[src/rtl/core/rycc_pkg.sv]
`default_nettype none

package rycc_pkg;

  // Field and datapath widths
  localparam int PIX_W   = 8;                 // one color component
  localparam int OPND_W  = PIX_W + 1;         // signed operand after chroma offset
  localparam int COEF_W  = 18;                // signed Q2.16 coefficient
  localparam int FRAC_W  = 16;                // fraction bits of the coefficients
  localparam int PROD_W  = OPND_W + COEF_W;   // one product
  localparam int SUM_W   = PROD_W + 2;        // sum of three products
  localparam int MAG_W   = SUM_W - FRAC_W - 2; // rounded magnitude (below 2^11)
  localparam int RND_W   = MAG_W + 1;         // signed rounded value
  localparam int OFS_W   = RND_W + 1;         // rounded value plus chroma offset
  localparam int NCOMP   = 3;                 // components per pixel
  localparam int NSTAGE  = 5;                 // register stages in the datapath

  localparam logic [SUM_W-1:0]  ROUND_HALF = SUM_W'(1) << (FRAC_W - 1);
  localparam logic [PIX_W-1:0]  CHROMA_OFS = PIX_W'(128);
  localparam logic [PIX_W-1:0]  PIX_MAX    = PIX_W'(255);

  // Conversion direction
  typedef enum logic {
    DIR_FWD = 1'b0,   // RGB to YCbCr
    DIR_INV = 1'b1    // YCbCr to RGB
  } dir_e;

  typedef logic signed [COEF_W-1:0] coef_t;
  typedef logic signed [OPND_W-1:0] opnd_t;
  typedef logic signed [PROD_W-1:0] prod_t;
  typedef logic signed [SUM_W-1:0]  sum_t;
  typedef logic signed [RND_W-1:0]  rnd_t;
  typedef logic signed [OFS_W-1:0]  ofs_t;
  typedef logic [PIX_W-1:0]         pix_t;

  // BT.601 full-range matrix, rows Y, Cb, Cr
  localparam coef_t FWD_COEF [NCOMP][NCOMP] = '{
    '{ 18'sd19595,   18'sd38470,   18'sd7471  },
    '{ -18'sd11056,  -18'sd21712,  18'sd32768 },
    '{ 18'sd32768,   -18'sd27440,  -18'sd5328 }
  };

  // Inverse matrix, rows R, G, B
  localparam coef_t INV_COEF [NCOMP][NCOMP] = '{
    '{ 18'sd65536,   18'sd0,       18'sd91881  },
    '{ 18'sd65536,   -18'sd22551,  -18'sd46799 },
    '{ 18'sd65536,   18'sd116130,  18'sd0      }
  };

endpackage

`default_nettype wire

[src/rtl/core/rgb_ycbcr_color_converter.sv]
// RGB <-> YCbCr converter, BT.601 full range, one pixel per word.
//
// Channels: pixels enter on the s_axis group and results leave on the
// m_axis group; a word moves when tvalid and tready are both high. The
// cfg channel writes the direction bit (0 = RGB to YCbCr, 1 = YCbCr to RGB);
// cfg_ready_o is always high. Write it only while the pipeline is empty.
//
// Pipeline: a word accepted on s_axis passes five register stages
// (operand, products, sums, rounding, offset and clamp) before it is
// presented on m_axis. Throughput: one pixel per clock while the receiver
// keeps m_axis_tready high, set by the five-stage pipeline where each
// stage holds one pixel and the three rows are multiplied in parallel.
//
// Reset clears all stage valid bits and sets the direction to RGB to YCbCr.
// When the receiver stalls, the output word holds and each stage keeps
// accepting as long as the stage after it has room, so bubbles are filled
// and s_axis_tready drops only once every stage holds a pixel.
`default_nettype none

module rgb_ycbcr_color_converter
  import rycc_pkg::*;
(
  input  wire logic                 clk_i,
  input  wire logic                 rst_ni,
  // pixel in
  input  wire logic                 s_axis_tvalid,
  output logic                      s_axis_tready,
  input  wire logic [3*PIX_W-1:0]   s_axis_tdata,   // comp_a, comp_b, comp_c
  // pixel out
  output logic                      m_axis_tvalid,
  input  wire logic                 m_axis_tready,
  output logic [3*PIX_W-1:0]        m_axis_tdata,   // out_a, out_b, out_c
  // direction register write
  input  wire logic                 cfg_valid_i,
  output logic                      cfg_ready_o,
  input  wire logic                 cfg_data_i
);

  dir_e direction_q;

  logic [NSTAGE-1:0] vld_q;
  logic [NSTAGE-1:0] rdy;
  dir_e              dir_q [NSTAGE];

  opnd_t opnd_d [NCOMP];
  opnd_t opnd_q [NCOMP];
  prod_t prod_d [NCOMP][NCOMP];
  prod_t prod_q [NCOMP][NCOMP];
  sum_t  sum_d  [NCOMP];
  sum_t  sum_q  [NCOMP];
  rnd_t  rnd_d  [NCOMP];
  rnd_t  rnd_q  [NCOMP];
  pix_t  pix_d  [NCOMP];
  pix_t  pix_q  [NCOMP];

  // Direction register
  assign cfg_ready_o = 1'b1;

  always_ff @(posedge clk_i or negedge rst_ni) begin
    if (!rst_ni) begin
      direction_q <= DIR_FWD;
    end else if (cfg_valid_i) begin
      direction_q <= dir_e'(cfg_data_i);
    end
  end

  // Stage ready chain: a stage loads when it is empty or its successor loads
  always_comb begin
    rdy[NSTAGE-1] = m_axis_tready || !vld_q[NSTAGE-1];
    for (int k = NSTAGE - 2; k >= 0; k--) begin
      rdy[k] = rdy[k+1] || !vld_q[k];
    end
  end

  assign s_axis_tready = rdy[0];

  // Advance valid bits and direction tags
  always_ff @(posedge clk_i or negedge rst_ni) begin
    if (!rst_ni) begin
      vld_q <= '0;
      for (int k = 0; k < NSTAGE; k++) begin
        dir_q[k] <= DIR_FWD;
      end
    end else begin
      if (rdy[0]) begin
        vld_q[0] <= s_axis_tvalid;
        dir_q[0] <= direction_q;
      end
      for (int k = 1; k < NSTAGE; k++) begin
        if (rdy[k]) begin
          vld_q[k] <= vld_q[k-1];
          dir_q[k] <= dir_q[k-1];
        end
      end
    end
  end

  // Stage 0: unpack, remove chroma offset in inverse mode
  always_comb begin
    for (int c = 0; c < NCOMP; c++) begin
      opnd_d[c] = opnd_t'({1'b0, s_axis_tdata[c*PIX_W +: PIX_W]});
      if (direction_q == DIR_INV && c != 0) begin
        opnd_d[c] = opnd_d[c] - opnd_t'({1'b0, CHROMA_OFS});
      end
    end
  end

  always_ff @(posedge clk_i) begin
    if (rdy[0]) begin
      opnd_q <= opnd_d;
    end
  end

  // Stage 1: nine products
  always_comb begin
    for (int r = 0; r < NCOMP; r++) begin
      for (int c = 0; c < NCOMP; c++) begin
        if (dir_q[0] == DIR_INV) begin
          prod_d[r][c] = PROD_W'(opnd_q[c]) * PROD_W'(INV_COEF[r][c]);
        end else begin
          prod_d[r][c] = PROD_W'(opnd_q[c]) * PROD_W'(FWD_COEF[r][c]);
        end
      end
    end
  end

  always_ff @(posedge clk_i) begin
    if (rdy[1]) begin
      prod_q <= prod_d;
    end
  end

  // Stage 2: row sums
  always_comb begin
    for (int r = 0; r < NCOMP; r++) begin
      sum_d[r] = SUM_W'(prod_q[r][0]) + SUM_W'(prod_q[r][1]) + SUM_W'(prod_q[r][2]);
    end
  end

  always_ff @(posedge clk_i) begin
    if (rdy[2]) begin
      sum_q <= sum_d;
    end
  end

  // Stage 3: round half away from zero at the fraction point
  always_comb begin
    logic [SUM_W-1:0] mag;
    logic [SUM_W-1:0] biased;
    logic [MAG_W-1:0] rmag;
    for (int r = 0; r < NCOMP; r++) begin
      mag    = sum_q[r][SUM_W-1] ? SUM_W'(-sum_q[r]) : SUM_W'(sum_q[r]);
      biased = mag + ROUND_HALF;
      rmag   = biased[FRAC_W +: MAG_W];
      if (sum_q[r][SUM_W-1]) begin
        rnd_d[r] = -rnd_t'({1'b0, rmag});
      end else begin
        rnd_d[r] = rnd_t'({1'b0, rmag});
      end
    end
  end

  always_ff @(posedge clk_i) begin
    if (rdy[3]) begin
      rnd_q <= rnd_d;
    end
  end

  // Stage 4: add chroma offset in forward mode, clamp to 0..255
  always_comb begin
    ofs_t val;
    for (int r = 0; r < NCOMP; r++) begin
      val = OFS_W'(rnd_q[r]);
      if (dir_q[3] == DIR_FWD && r != 0) begin
        val = val + ofs_t'({1'b0, CHROMA_OFS});
      end
      if (val[OFS_W-1]) begin
        pix_d[r] = '0;
      end else if (val > ofs_t'({1'b0, PIX_MAX})) begin
        pix_d[r] = PIX_MAX;
      end else begin
        pix_d[r] = val[PIX_W-1:0];
      end
    end
  end

  always_ff @(posedge clk_i) begin
    if (rdy[4]) begin
      pix_q <= pix_d;
    end
  end

  // Output word
  assign m_axis_tvalid = vld_q[NSTAGE-1];
  assign m_axis_tdata  = {pix_q[2], pix_q[1], pix_q[0]};

  // An output that is free or being taken leaves every stage ready
  a_ready_when_drain: assert property (@(posedge clk_i) disable iff (!rst_ni)
    (!m_axis_tvalid || m_axis_tready) |-> s_axis_tready)
    else $error("input stalled although the output can drain");

  // A pixel in stage 0 moves on when stage 1 loads
  a_stage_advance: assert property (@(posedge clk_i) disable iff (!rst_ni)
    (vld_q[0] && rdy[1]) |=> vld_q[1])
    else $error("pixel lost between operand and product stages");

  // A held output stage keeps its direction tag
  a_tag_hold: assert property (@(posedge clk_i) disable iff (!rst_ni)
    (vld_q[NSTAGE-1] && !rdy[NSTAGE-1]) |=> $stable(dir_q[NSTAGE-1]))
    else $error("direction tag changed under a stalled output");

  // A write sets the direction register
  a_cfg_write: assert property (@(posedge clk_i) disable iff (!rst_ni)
    cfg_valid_i |=> (direction_q == dir_e'($past(cfg_data_i))))
    else $error("direction register missed a write");

endmodule

`default_nettype wire

[config.mk]
export PLATFORM = sky130hd
export DESIGN_NAME = rgb_ycbcr_color_converter
export DESIGN_NICKNAME = d
export VERILOG_FILES = /design/src/rtl/core/rycc_pkg.sv /design/src/rtl/core/rgb_ycbcr_color_converter.sv
export SDC_FILE = /design/constraint.sdc
export NUM_CORES = 2
export LEC_CHECK = 0
export ABC_AREA = 1
export BUFFER_PORTS_ARGS = -buffer_cell sky130_fd_sc_hd__clkbuf_2
export CORE_UTILIZATION = 68
export CTS_BUF_LIST = sky130_fd_sc_hd__clkbuf_8
export DETAILED_ROUTE_END_ITERATION = 16
export PLACE_DENSITY = 0.85
export SLEW_MARGIN = 0
export SYNTH_ARGS = -nofsm -noshare
export SYNTH_HDL_FRONTEND = slang
export SYNTH_SLANG_ARGS = --single-unit
[constraint.sdc]
create_clock -name clk_i -period 13.75 [get_ports clk_i]
set_input_delay 2.0625 -clock clk_i [delete_from_list [all_inputs] [get_ports clk_i]]
set_output_delay 2.0625 -clock clk_i [all_outputs]
set_load 0.01 [all_outputs]
# Word level (Yosys, flattened, before mapping)
# Index checks and enable logic that the tools add are counted.
# classes
add_sub_neg	19
mul	11
magnitude_cmp	3
muxes	20
n_reduce_logical	10
# op_table
operator	count
$mux W27	7
$add A27 B16 Y27 const B	3
$neg A27 Y27	3
$add A25 B27 Y28	2
$mul A9 B17 Y26 const B	2
$mul A9 B16 Y25 const B	2
$mux W24	2
$mul A9 B12 Y21 const B	2
$mux W8	5
$neg A11 Y12	3
$mux W11	3
$add A28 B23 Y29	1
$add A28 B27 Y29	1
$add A27 B27 Y28	1
$add A25 B26 Y27	1
$mul A9 B18 Y27 const B	1
$add A12 B9 Y13 const B	2
$gt A13 B9 Y1 const B	2
$mux W13	2
$mul A8 B15 Y23 const B	1
$mul A9 B14 Y23 const B	1
$mux W23	1
$mul A9 B11 Y20 const B	1
$mul A9 B10 Y19 const B	1
4 further kinds	13
# word_totals
reg_bits	412
inputBits	30
output_inout_bits	27
wordCells	109

# Longest topological paths before layout
# logic_depth
word_depth	6
ltp_mapped	24
depth_no_buf	24

# Worst setup path before layout
# No wires, ideal clock.
# synth_path
kind	input -> register
start	input m_axis_tready
end	register prod_q[100] (netlist bit) (enable)
setup_time_ns	0.548
arrival_time_ns	9.453
required_ns	13.202
setup_slack_ns	3.749
path_stages	8
path_buffers	0
cell_sequence	nor2_1 -> inv_1 -> nor2_1 -> inv_1 -> nor2_1 -> inv_1 -> nor2_1 -> inv_1
# synth_via
elab_chain_len	4
# synth_lines
item	line_no	source
from (decl)	rgb_ycbcr_color_converter.sv:31	input wire logic m_axis_tready,
$logic_or A1 B1 Y1	rgb_ycbcr_color_converter.sv:69	rdy[NSTAGE-1] = m_axis_tready || !vld_q[NSTAGE-1];
via rdy[4]	rgb_ycbcr_color_converter.sv:42	logic [NSTAGE-1:0] rdy;
$logic_or A1 B1 Y1	rgb_ycbcr_color_converter.sv:71	rdy[k] = rdy[k+1] || !vld_q[k];
via rdy[3]	rgb_ycbcr_color_converter.sv:42	
$logic_or A1 B1 Y1	rgb_ycbcr_color_converter.sv:71	
via rdy[2]	rgb_ycbcr_color_converter.sv:42	
$logic_or A1 B1 Y1	rgb_ycbcr_color_converter.sv:71	
via rdy[1]	rgb_ycbcr_color_converter.sv:42	
to (signal assigned)	rgb_ycbcr_color_converter.sv:129	prod_q <= prod_d;
to (decl)	rgb_ycbcr_color_converter.sv:48	prod_t prod_q [NCOMP][NCOMP];
# The timed path passes the listed nets, and every way through them passes these cells.
# A chain may end at the register's enable or synchronous reset.

# Final worst setup path
# layout_path
start	input m_axis_tready
end	output s_axis_tready
# layout_via
elab_chain_len	5
# layout_lines
item	line_no	source
$logic_or A1 B1 Y1	rgb_ycbcr_color_converter.sv:69	
via rdy[4]	rgb_ycbcr_color_converter.sv:42	
$logic_or A1 B1 Y1	rgb_ycbcr_color_converter.sv:71	
via rdy[3]	rgb_ycbcr_color_converter.sv:42	
$logic_or A1 B1 Y1	rgb_ycbcr_color_converter.sv:71	
via rdy[2]	rgb_ycbcr_color_converter.sv:42	
$logic_or A1 B1 Y1 (2 in series)	rgb_ycbcr_color_converter.sv:71	
to (decl)	rgb_ycbcr_color_converter.sv:27	output logic s_axis_tready,
# The timed path passes the listed nets, and every way through them passes these cells.

==> metrics <==
Ports 57; largest net degree at the start of global routing roughly 130; final design utilization 0.7269; CP peak stage delay between 700 and 800 ps; Tmin final just under 7000 ps; Synth top area share 0.2485; Slew Limit Fails 0; post-synthesis sequential area ratio 0.2542; setup TNS 0 ps; status finished clean; Synth Area per Inst roughly 9.1 um2; Netlist cell types 65; Placed Instance Area between 40000 and 50000 um2; layout net count 6096; Synth Cell Area ~44000 um2; Clock Skew 30.31 ps; fin area between 40000 and 50000 um2; hold crit path type reg -> reg; die width 256.7 um; ratio of cells with drive above 1 in the final layout 0.06005; clk slew on worst S/H paths roughly 60 ps; clk root buf clkbuf_8; Worst path slowest cell buf_4; drt initial violations 3105; Yosys reg bits about 380; Die ar. between 60000 and 70000 um2; final setup fails 0; top post-synthesis cells by area edfxtp_1 (25%), ha_1 (21%), fa_1 (18%), inv_1 (7.5%), nand2_1 (6.2%); Routed wire per std cell 19.74 um; Least-Margin Pin Slew ~1400 ps; worst-path fanout max 86; row count between 90 and 100; Synth Warn # 0; DRC Markers 0; crit path cell chain clkbuf_2, nor2_1, inv_1, nor2_1, inv_1, nor2_1, clkinv_2, buf_4, nor2_1, nand2_2, clkbuf_2; most used cell, CP nor2_1; GRT Util Overall 0.3572; Sink Count roughly 380; ANT nets after route 0; GPL Wtd Cong just over 1; IO Port Bufs 55; Syn Nets 6000; initial core utilization 0.6867; Peak Freq between 0.1 and 0.15 GHz; Final Hold Vio Count 0; Clk Latency, worst-skew pair 700 ps; CP Class in -> out; largest area contributor in the netlist edfxtp_1; post_cts resized 0; core area 64230 um2; hold_buf cts 0; synthesized instance count 4834; Placement Setup Slack about 7000 ps; initial antenna violation count 9; cts bufs inserted 60; RSZ-0062 raised after global routing no; Worst setup SP type input pin; chip height between 200 and 300 um; first-pass GRT wire length about 180 mm; Area Growth Syn to Fin 5.849%; Slew headroom 0.02994; Clock Tree Buf Depth 3; Worst Setup End Kind primary output; TritonCTS clock tree done; maximum capacitance violations 0; Final WS setup roughly 7000 ps; Top FF cell, synth edfxtp_1; post-CTS setup buffers 0; DR vias/cell ~6; drt pass-1 iters 6; htree depth 2; Async SR Flop Fraction 0.02667; Critical Path RT about 12000 ps; Worst EP arrival ~4700 ps; Via Count 34060; EDFF count, synth 365; Overflow after GRT 0; hpwl dp between 90 and 100 mm; period utilisation layout 0.4926; vias in the first global route approximately 34000; routed wire length 115.3 mm
[area by class of cell]
class	count	area, um2
Antenna cell	3	7.507
Clock buffer	62	853.3
Clock inverter	49	357.8
Fill cell	4731	17540
Inverter	897	3385
Multi-Input combinational cell	3521	29360
Sequential cell	375	11210
Tap cell	855	1070
Timing Repair Buffer	75	437.9
[cells in the mapped netlist (all sizes together) (2+ instances only)]
cell type,instances
nor4,10
o221ai,2
edfxtp,365
o311ai,2
a221oi,2
nor3b,4
a21boi,9
o21a,17
o2111ai,5
ha,743
o21bai,12
o21ai,305
o211ai,13
a31oi,26
xnor2,75
nand2,789
or2,12
clkinv,2
fa,393
and2,10
dfrtp,10
a21oi,367
buf,10
inv,895
nand3,187
a21o,17
nand4,35
nor2,309
xor2,89
nand3b,14
o31ai,19
nor3,33
a211oi,10
clkbuf,31
[metrics by stage]
stage | hold slack (ps) | instances
2_1_floorplan | 422.9 | 4834
3_3_place_gp | 431.9 | 5723
3_5_place_dp | 434.6 | 5723
4_1_cts | 423.2 | 5834
5_1_grt | 449.9 | 5835
6_report | 432.8 | 5837
[layout by cell type, fill, tap and decap left out, types with 74 or more instances in the layout]
cell type  count
xnor2_1       74
o21ai_0      291
edfxtp_1     365
nor2_1       275
fa_1         393
inv_1        898
a21oi_1      367
nand2_1      730
ha_1         743
xor2_1        87
nand3_1      173
[critical path: cells and delay by family]
family | cells | cell delay [ps]
buffers and inverters | 6 | 1820
and+or+nand+nor | 5 | 770
[registers in the layout, indices dropped and copies added, names as in the netlist]
name	count
sum_q	83
m_axis_tdata	24
opnd_q	26
direction_q	1
rnd_q	36
prod_q	196
dir_q	4
vld_q	5
[routing by layer]
metal / global-route usage / up-vias / routed length, um
met5: 0 / - / 69
met4: 0.1414 / 10 / 4859
met3: 0.08333 / 274 / 11930
met2: 0.5708 / 1451 / 52360
met1: 0.4712 / 16050 / 46030
li1: - / 16270 / -
[final timing paths]
check / depth (start not counted) / slack (ps) / to / from
hold reg to reg: 2 / 430 / vld_q[3]$_DFFE_PN0P_ / vld_q[2]$_DFFE_PN0P_
setup reg to reg: 14 / 7650 / prod_q[184]$_DFFE_PP_ / opnd_q[4]$_DFFE_PP_
hold / removal: 2 / 430 / vld_q[3]$_DFFE_PN0P_ / vld_q[2]$_DFFE_PN0P_
setup / recovery: 11 / 6980 / s_axis_tready / m_axis_tready
min in group asynchronous: 1 / 1310 / dir_q[2]$_DFFE_PN0P_ / rst_ni
max in group asynchronous: 1 / 12040 / dir_q[4]$_DFFE_PN0P_ / rst_ni
[cell families (layout without fill, tap and decap cells)]
| family | after synthesis | in the layout | share of synthesized area |
|---|---|---|---|
| AND/OR/NAND/NOR | 1406 | 1406 | 0.1425 |
| AO/OA/AOI/OAI | 813 | 813 | 0.1003 |
| XOR/XNOR | 164 | 164 | 0.03333 |
| adder cells (fa/ha/maj) | 1136 | 1136 | 0.3891 |
| multiplexers | 1 | 1 | 0.0002553 |
| flip-flops | 375 | 375 | 0.2542 |
| other | 1 | 4 | 0.00008502 |
| buffers and inverters | 938 | 1083 | 0.08019 |
Power is not shown: default switching activity piles up to over one toggle a cycle in this logic, so the estimate is an artifact.
